## config.mk

```make
export PLATFORM = sky130hd
export DESIGN_NAME = framed_packet_receiver_crc16
export DESIGN_NICKNAME = d
export VERILOG_FILES = /design/src/hdl/fpr_pkg.sv /design/src/hdl/framed_packet_receiver_crc16.sv /design/src/hdl/fpr_parser.sv /design/src/hdl/fpr_out_buf.sv
export SDC_FILE = /design/constraint.sdc
export NUM_CORES = 1
export LEC_CHECK = 0
export BUFFER_PORTS_ARGS = -buffer_cell sky130_fd_sc_hd__buf_2
export CAP_MARGIN = 10
export CORE_MARGIN = 3
export CORE_UTILIZATION = 57
export CTS_CLUSTER_DIAMETER = 100
export DETAILED_ROUTE_END_ITERATION = 8
export GPL_TIMING_DRIVEN = 1
export PLACE_DENSITY = 0.87
export SLEW_MARGIN = 20
export SYNTH_ARGS = -nofsm -noshare
export SYNTH_HDL_FRONTEND = slang
export SYNTH_SLANG_ARGS = --single-unit
```

## constraint.sdc

```tcl
create_clock -name clock -period 8.53 [get_ports clock]
set_clock_uncertainty 0.05 [all_clocks]
set_input_delay 0.4265 -clock clock [delete_from_list [all_inputs] [get_ports clock]]
set_output_delay 0.4265 -clock clock [all_outputs]
set_load 0.02 [all_outputs]
```

## src/hdl/fpr_pkg.sv

```systemverilog
// ---------------------------------------------------------------------------
// fpr_pkg: shared types and helpers for the framed packet receiver
// Status codes, register map, result record and the CRC-16 byte update.
// ---------------------------------------------------------------------------
package fpr_pkg;

   localparam int BYTE_W   = 8;
   localparam int CRC_W    = 16;
   localparam int STATUS_W = 2;

   localparam logic [STATUS_W-1:0] STATUS_BUSY = 2'd0;
   localparam logic [STATUS_W-1:0] STATUS_DONE = 2'd1;
   localparam logic [STATUS_W-1:0] STATUS_ERR  = 2'd2;

   localparam logic [CRC_W-1:0] CRC_INIT = 16'hFFFF;
   localparam logic [CRC_W-1:0] CRC_POLY = 16'h1021;

   localparam int CSR_ADDR_W = 3;
   localparam int CSR_DATA_W = 32;

   // register index, taken from the word address bit of paddr
   localparam logic REG_START_BYTE  = 1'b0;
   localparam logic REG_MAX_PAYLOAD = 1'b1;

   localparam logic [BYTE_W-1:0] START_BYTE_RESET  = 8'd126;
   localparam logic [BYTE_W-1:0] MAX_PAYLOAD_RESET = 8'd255;

   localparam int RSP_DATA_W = 64;
   localparam int RSP_USER_W = 3;

   typedef struct packed {
      logic [CRC_W-1:0]    received_crc;
      logic [CRC_W-1:0]    computed_crc;
      logic [BYTE_W-1:0]   payload_index;
      logic [BYTE_W-1:0]   payload_byte;
      logic                payload_valid;
      logic [BYTE_W-1:0]   length;
      logic [BYTE_W-1:0]   command;
      logic [STATUS_W-1:0] status;
   } result_type;

   // CRC-16/CCITT-FALSE, MSB first, one byte
   function automatic logic [CRC_W-1:0] crc16_feed(input logic [CRC_W-1:0]  crc,
                                                   input logic [BYTE_W-1:0] data);
      logic [CRC_W-1:0] c;
      c = crc ^ {data, 8'h00};
      for (int k = 0; k < BYTE_W; k++) begin
         if (c[CRC_W-1]) begin
            c = {c[CRC_W-2:0], 1'b0} ^ CRC_POLY;
         end else begin
            c = {c[CRC_W-2:0], 1'b0};
         end
      end
      return c;
   endfunction

endpackage

```

## src/hdl/framed_packet_receiver_crc16.sv

```systemverilog
// ---------------------------------------------------------------------------
// framed_packet_receiver_crc16: byte-stream frame receiver with CRC-16 check
// Frame: start byte, command, length, payload, CRC-16/CCITT-FALSE (big endian).
//
// req channel: one received byte per beat in req_tdata[7:0].
// rsp channel: one result beat per req beat, in order; status and
//   payload_valid in rsp_tuser, command/length/payload/CRCs in rsp_tdata.
// csr port: APB-style; start_byte at 0x0, max_payload at 0x4. Write only
//   while the stream is idle. pready is tied high.
// Output: every result is registered before it is presented on rsp.
// Throughput: one byte per cycle while req_tready is high; the CRC byte
//   update and the parser step are combinational, feeding the result register.
// Stall: a skid stage holds one extra result, so req_tready drops only
//   once two results are waiting on rsp.
// Reset: parser goes to hunting, CRC to 0xFFFF, counters cleared,
//   registers to start_byte 0x7E and max_payload 0xFF, rsp empty.
// ---------------------------------------------------------------------------
module framed_packet_receiver_crc16 (
   input  logic                            clock,
   input  logic                            reset,
   input  logic                            req_tvalid,
   output logic                            req_tready,
   input  logic [7:0]                      req_tdata,  // [7:0] rx_byte
   output logic                            rsp_tvalid,
   input  logic                            rsp_tready,
   // [7:0] command, [15:8] length, [23:16] payload_byte,
   // [31:24] payload_index, [47:32] computed_crc, [63:48] received_crc
   output logic [fpr_pkg::RSP_DATA_W-1:0]  rsp_tdata,
   output logic [fpr_pkg::RSP_USER_W-1:0]  rsp_tuser,  // [1:0] status, [2] payload_valid
   input  logic                            csr_psel,
   input  logic                            csr_penable,
   input  logic                            csr_pwrite,
   input  logic [fpr_pkg::CSR_ADDR_W-1:0]  csr_paddr,
   input  logic [fpr_pkg::CSR_DATA_W-1:0]  csr_pwdata,
   output logic [fpr_pkg::CSR_DATA_W-1:0]  csr_prdata,
   output logic                            csr_pready
);
   import fpr_pkg::*;

   logic [BYTE_W-1:0] start_byte_ff, max_payload_ff;
   logic              csr_write;
   logic              req_beat;
   result_type        parse_result;
   result_type        rsp_result;

   // ---- configuration registers ----
   assign csr_pready = 1'b1;
   assign csr_write  = csr_psel && csr_penable && csr_pwrite && csr_pready;

   always_ff @(posedge clock) begin
      if (reset) begin
         start_byte_ff  <= START_BYTE_RESET;
         max_payload_ff <= MAX_PAYLOAD_RESET;
      end else if (csr_write) begin
         case (csr_paddr[2])
            REG_START_BYTE:  start_byte_ff  <= csr_pwdata[BYTE_W-1:0];
            REG_MAX_PAYLOAD: max_payload_ff <= csr_pwdata[BYTE_W-1:0];
            default: ;
         endcase
      end
   end

   always_comb begin
      csr_prdata = '0;
      case (csr_paddr[2])
         REG_START_BYTE:  csr_prdata[BYTE_W-1:0] = start_byte_ff;
         REG_MAX_PAYLOAD: csr_prdata[BYTE_W-1:0] = max_payload_ff;
         default:         csr_prdata = '0;
      endcase
   end

   // ---- datapath ----
   assign req_beat = req_tvalid && req_tready;

   fpr_parser u_parser (
      .clock       (clock),
      .reset       (reset),
      .beat        (req_beat),
      .rx_byte     (req_tdata),
      .start_byte  (start_byte_ff),
      .max_payload (max_payload_ff),
      .result      (parse_result)
   );

   fpr_out_buf u_out_buf (
      .clock     (clock),
      .reset     (reset),
      .in_valid  (req_tvalid),
      .in_ready  (req_tready),
      .in_data   (parse_result),
      .out_valid (rsp_tvalid),
      .out_ready (rsp_tready),
      .out_data  (rsp_result)
   );

   assign rsp_tdata = {rsp_result.received_crc, rsp_result.computed_crc,
                       rsp_result.payload_index, rsp_result.payload_byte,
                       rsp_result.length, rsp_result.command};
   assign rsp_tuser = {rsp_result.payload_valid, rsp_result.status};

   // ---- assertions ----
   a_stall_only_when_full: assert property (@(posedge clock) disable iff (reset)
      !req_tready |-> rsp_tvalid)
      else $error("req stalled while rsp side is empty");

   a_empty_after_reset: assert property (@(posedge clock)
      $past(reset) && !reset |-> !rsp_tvalid)
      else $error("rsp beat presented right after reset");

   a_payload_busy: assert property (@(posedge clock) disable iff (reset)
      rsp_tvalid && rsp_tuser[2] |-> rsp_tuser[1:0] == STATUS_BUSY)
      else $error("payload beat carries a final status");

   a_status_code: assert property (@(posedge clock) disable iff (reset)
      rsp_tvalid |-> rsp_tuser[1:0] != 2'd3)
      else $error("undefined status code on rsp");

endmodule

```

## src/hdl/fpr_parser.sv

```systemverilog
// ---------------------------------------------------------------------------
// fpr_parser: frame parser state machine
// Steps the frame state on every accepted byte and forms that beat's result.
// ---------------------------------------------------------------------------
module fpr_parser (
   input  logic                   clock,
   input  logic                   reset,
   input  logic                   beat,
   input  logic [7:0]             rx_byte,
   input  logic [7:0]             start_byte,
   input  logic [7:0]             max_payload,
   output fpr_pkg::result_type    result
);
   import fpr_pkg::*;

   typedef enum logic [2:0] {
      PH_HUNT = 3'd0,
      PH_CMD  = 3'd1,
      PH_LEN  = 3'd2,
      PH_PAY  = 3'd3,
      PH_CRC  = 3'd4
   } phase_type;

   phase_type         phase_ff, phase_in;
   logic [BYTE_W-1:0] cmd_ff, cmd_in;
   logic [BYTE_W-1:0] len_ff, len_in;
   logic [BYTE_W-1:0] count_ff, count_in;
   logic [CRC_W-1:0]  crc_ff, crc_in;
   logic [CRC_W-1:0]  got_ff, got_in;
   logic              crc_cnt_ff, crc_cnt_in;
   logic [CRC_W-1:0]  crc_fed;
   logic              finish;

   assign crc_fed = crc16_feed(crc_ff, rx_byte);

   always_comb begin
      phase_in   = phase_ff;
      cmd_in     = cmd_ff;
      len_in     = len_ff;
      count_in   = count_ff;
      crc_in     = crc_ff;
      got_in     = got_ff;
      crc_cnt_in = crc_cnt_ff;
      finish     = 1'b0;
      result     = '0;
      result.status = STATUS_BUSY;

      case (phase_ff)
         PH_CMD: begin
            cmd_in   = rx_byte;
            crc_in   = crc_fed;
            phase_in = PH_LEN;
         end
         PH_LEN: begin
            len_in   = rx_byte;
            crc_in   = crc_fed;
            phase_in = (rx_byte == '0) ? PH_CRC : PH_PAY;
         end
         PH_PAY: begin
            if (count_ff >= max_payload) begin
               result.status = STATUS_ERR;
               finish        = 1'b1;
            end else begin
               result.payload_valid = 1'b1;
               result.payload_byte  = rx_byte;
               result.payload_index = count_ff;
               crc_in   = crc_fed;
               count_in = count_ff + 8'd1;
               if (count_in == len_ff) begin
                  phase_in = PH_CRC;
               end
            end
         end
         PH_CRC: begin
            if (!crc_cnt_ff) begin
               got_in     = {rx_byte, 8'h00};
               crc_cnt_in = 1'b1;
            end else begin
               got_in        = got_ff | {8'h00, rx_byte};
               result.status = (got_in == crc_ff) ? STATUS_DONE : STATUS_ERR;
               finish        = 1'b1;
            end
         end
         default: begin
            phase_in = (rx_byte == start_byte) ? PH_CMD : PH_HUNT;
         end
      endcase

      // result shows the values before the end-of-frame clear
      result.command      = cmd_in;
      result.length       = len_in;
      result.computed_crc = crc_in;
      result.received_crc = got_in;

      if (finish) begin
         phase_in   = PH_HUNT;
         count_in   = '0;
         crc_cnt_in = 1'b0;
         got_in     = '0;
         crc_in     = CRC_INIT;
      end
   end

   always_ff @(posedge clock) begin
      if (reset) begin
         phase_ff   <= PH_HUNT;
         cmd_ff     <= '0;
         len_ff     <= '0;
         count_ff   <= '0;
         crc_ff     <= CRC_INIT;
         got_ff     <= '0;
         crc_cnt_ff <= 1'b0;
      end else if (beat) begin
         phase_ff   <= phase_in;
         cmd_ff     <= cmd_in;
         len_ff     <= len_in;
         count_ff   <= count_in;
         crc_ff     <= crc_in;
         got_ff     <= got_in;
         crc_cnt_ff <= crc_cnt_in;
      end
   end

endmodule

```

## src/hdl/fpr_out_buf.sv

```systemverilog
// ---------------------------------------------------------------------------
// fpr_out_buf: result register with skid stage
// Holds results for the rsp side; under stall the skid stage takes one more before in_ready drops.
// ---------------------------------------------------------------------------
module fpr_out_buf (
   input  logic                   clock,
   input  logic                   reset,
   input  logic                   in_valid,
   output logic                   in_ready,
   input  fpr_pkg::result_type    in_data,
   output logic                   out_valid,
   input  logic                   out_ready,
   output fpr_pkg::result_type    out_data
);
   import fpr_pkg::*;

   logic       out_valid_ff, skid_valid_ff;
   result_type out_data_ff, skid_data_ff;
   logic       push, pop;

   assign in_ready  = !skid_valid_ff;
   assign push      = in_valid && in_ready;
   assign pop       = out_valid_ff && out_ready;
   assign out_valid = out_valid_ff;
   assign out_data  = out_data_ff;

   always_ff @(posedge clock) begin
      if (reset) begin
         out_valid_ff  <= 1'b0;
         skid_valid_ff <= 1'b0;
      end else if (skid_valid_ff) begin
         if (pop) begin
            out_data_ff   <= skid_data_ff;
            skid_valid_ff <= 1'b0;
         end
      end else if (pop || !out_valid_ff) begin
         out_valid_ff <= push;
         if (push) begin
            out_data_ff <= in_data;
         end
      end else if (push) begin
         skid_data_ff  <= in_data;
         skid_valid_ff <= 1'b1;
      end
   end

endmodule

```

==> flow_summary.yaml <==
pwr:
  comb_power_share: 0.083
  clkPwrFrac: 0.402
  p_int_w: 0.00169
  power_frac_seq: 0.516
  vdd_drop_max_v: 0.000140
  p_leak_nw: 4.26
  power_w: 0.00219
  swShare: 0.226
  cellPowerDensity_mw_per_mm2: 198
  power_switching_w: 0.000494
routing:
  ant_nets: 0
  drtPass1Iterations: 6
  drt_wl_total_microns: 20700
  drt_iter0_drc: 591
  vias: 6554
  avgRoutedWirePerCell_microns: 18.1
  drc: 0
  routed_via_density: 5.75
critical_path:
  critPathCaptureType: "flop"
  cp.required_ns: 8.72
  r2r_slack_ns: 5.22
  cp.arrival_ns: 3.50
  cp_cell_sequence: "inv_1 -> ha_1 -> nand2b_1 -> a2111oi_2 -> o31a_2 -> o21bai_4 -> mux2_1 -> mux2_2"
  ff2ff_path_depth: 8
  path_max_fanout: 34
  worstSetupPathType: "flop to flop"
  r2r-end: "u_out_buf.out_data[50]"
  cpLargestDelayFamily: "compound AO/OA/AOI/OAI gates"
  start_kind: "flop"
  cpPeakStageDelay_ns: 0.70
  r2r_start: "u_parser.count_ff[0]"
  cp_slowest_cell: "o21bai_4"
  cp_num_buf_inv: 1
global_routing:
  overflow: 0
  met2_usage: 0.351
  grt_pass1_vias: 6165
  grt_use_total: 0.215
  use_met1: 0.299
  met3_usage: 0.0354
  grt.busiest_layer: "met2"
  grt_max_degree: 60
  grt_pass1_wl_microns: 32300
  antenna_found_initial: 0
synth:
  synth-edff-count: 134
  syn_inst: 831
  synth_cell_type_count: 60
  yosys.area_share.adder: 0.0115
  ys.flop_type: "edfxtp_1"
  avgSynthCellArea_sq_um: 11.8
  async_flop_share: 0
  netlist_area_sq_mm: 0.00983
  synthMuxAreaShare: 0.132
  synth_compound_area_frac: 0.0748
  synth_top_family_by_area: "multiplexers"
  synthSimpleGateAreaFrac: 0.114
  synthXorXnorAreaFrac: 0.0517
  seq_area_frac_synth: 0.568
  ys_ff_latch: 212
  yosys_warnings: 0
die:
  die_area_sq_mm: 0.0189
  dieWidth_microns: 137
  ioPinCount: 152
  coreArea_sq_mm: 0.0168
  rows: 47
  die_y_microns: 137
  start_util: 0.586
clock_network:
  root_buffer: "clkbuf_16"
  cts_tree: "yes"
  clock_sinks: 212
  cts_setup_buffers: 0
  clk_pin_slew_worst_paths_ns: 0.06
  cts_resized: 0
  cts_max_level: 1
  clockBufferDepth: 3
  postCtsHoldBufs: 0
  clk_latency_ns: 0.49
  cts_inserted_buffers: 21
sta:
  finalSetupViolCount: 0
  fin_crit_sh: 0.388
  worst_pin_slew_ns: 0.983
  rsz0062_at_grt: "false"
  period_needed_ns: 3.31
  fin_setup_tns_ns: 0
  maxSlewViolCount: 0
  slew_headroom: 0.343
  max_freq_mhz: 302
  hold_viol_final: 0
run_status:
  status: "complete, no violations"
min_path:
  hp-class: "input pin to flop"
  min_from: "csr_pwdata[4]"
  whs_path_depth: 3
  hold_path_end: "start_byte_ff[4]"
final_layout:
  nets: 965
  layout-drive-gt1-share: 0.264
  fillCellCount: 1226
  syn_to_final_growth_pct: 12.2
  diodes: 0
placement:
  dp.final_hpwl_microns: 13300
  io_buffers: 100
  gp_congestion: 0.834
run:
  max_cap_violations: 0
==> metrics by stage <==
step	instance area [sq um]	instances	hold slack [ns]	util	setup WS, ns
after floorplan	9920	854	0.404	-	2.01
after global placement	10400	1103	0.416	0.618	5.33
after detailed placement	10400	1103	0.428	0.618	5.25
after CTS	11000	1140	0.119	0.658	5.27
after global routing	11000	1140	0.129	0.658	5.07
final	11000	1140	0.129	0.658	5.22
==> layer usage <==
layer | part of all wire | routed length, microns
met1 | 0.44 | 9050
met2 | 0.48 | 9820
met3 | 0.064 | 1330
met4 | 0.022 | 461
met5 | 0 | 0
==> how the worst max path moves through the flow <==
stage | start | to | slack, ns | cells past startpoint
after global routing | u_parser.count_ff[0] | u_parser.count_ff[4] | 5.07 | 8
final | u_parser.count_ff[0] | u_out_buf.out_data[50] | 5.22 | 8
after detailed placement | reset | u_out_buf.skid_data_ff[33] | 5.25 | 4
after floorplan | u_out_buf.skid_valid_ff | u_out_buf.out_data[0] | 2.01 | 4
after global placement | reset | u_out_buf.skid_data_ff[34] | 5.33 | 4
after CTS | u_parser.count_ff[0] | u_out_buf.out_data[50] | 5.27 | 8
==> synth_stat cells (2+ instances only) <==
cell,instances,area (sq um)
a2111oi_4,2,55.1
a211oi_1,2,15.0
a21oi_1,35,175
a31oi_1,3,18.8
and2_1,25,156
and3_1,6,37.5
buf_1,4,15.0
buf_2,11,55.1
buf_4,26,195
clkbuf_1,37,139
conb_1,2,7.51
dfxtp_1,78,1560
edfxtp_1,134,4020
ha_1,9,113
inv_1,15,56.3
mux2_1,5,56.3
mux2_2,85,957
mux2_4,4,60.1
mux2i_1,22,220
nand2_1,73,274
nand2b_1,9,56.3
nand3_1,18,90.1
nand4_1,6,37.5
nor2_1,63,236
nor2b_1,4,25.0
nor3_1,18,90.1
nor3b_2,2,25.0
nor4_1,5,31.3
o211ai_1,16,120
o21a_1,2,15.0
o21ai_0,12,60.1
o21ai_1,2,10.0
o311ai_0,4,35.0
o311ai_1,2,17.5
o31ai_1,9,67.6
xnor2_1,40,350
xor2_1,18,158
==> sequential cells by signal, indices dropped and copies added (netlist names) <==
name and cells:
u_out_buf.out_data 67, u_out_buf.skid_data_ff 67, u_parser.crc_ff 16, u_parser.got_ff 16, max_payload_ff 8, start_byte_ff 8, u_parser.cmd_ff 8, u_parser.count_ff 8
u_parser.len_ff 8, u_parser.phase_ff 3, u_out_buf.out_valid 1, u_out_buf.skid_valid_ff 1, u_parser.crc_cnt_ff 1
==> cell usage in the layout, fill, tap and decap left out, types with 5 or more instances in the layout <==
master       n
dfxtp_1     78
edfxtp_1   134
and2_1      25
mux2_2      85
clkbuf_8     5
buf_4        7
o21ai_0     12
o31ai_1      9
nand3_1     18
nand4_1      6
inv_1       15
xnor2_1     40
clkbuf_1     5
nand2_1     73
buf_2      100
nand2b_1     9
mux2_1       5
o211ai_1    16
conb_1      25
ha_1         9
a21oi_1     35
xor2_1      18
nor3_1      18
nor4_1       5
and3_1       6
clkbuf_16   22
mux2i_1     22
nor2_1      63
==> worst reg2reg max path, cell delays in order, from the launching register on <==
cell,delay [ns]
dfxtp_1,0.62
inv_1,0.10
ha_1,0.28
nand2b_1,0.10
a2111oi_2,0.08
o31a_2,0.39
o21bai_4,0.70
mux2_1,0.45
mux2_2,0.29
==> cell families (layout without fill, tap and decap cells) <==
logic type	Yosys count	count (layout)
simple gates	236	236
buf+inv	94	160
mux	116	116
flops	212	212
compound gates	104	104
fa+ha+maj	9	9
other cells	2	25
xor+xnor	58	58
==> power groups by stage <==
stage	sequential [W]	combinational (W)	clock [W]
floorplan	0.00117	0.000120	0
global placement	0.00115	0.000175	0
detailed placement	0.00115	0.000179	0
CTS	0.00113	0.000180	0.000889
global route	0.00113	0.000194	0.000931
finish	0.00113	0.000180	0.000878
==> cell type report <==
type	instances	area [sq um]	share of cell area
inverter	16	60.1	0.00544
tap	220	275	0.0250
sequential	212	5590	0.506
clock buffer	32	638	0.0578
timing repair buffer	107	553	0.0501
multi-input combinational	548	3900	0.353
clock inverter	5	23.8	0.00215
Note: power is estimated with default switching activity, not from simulation.
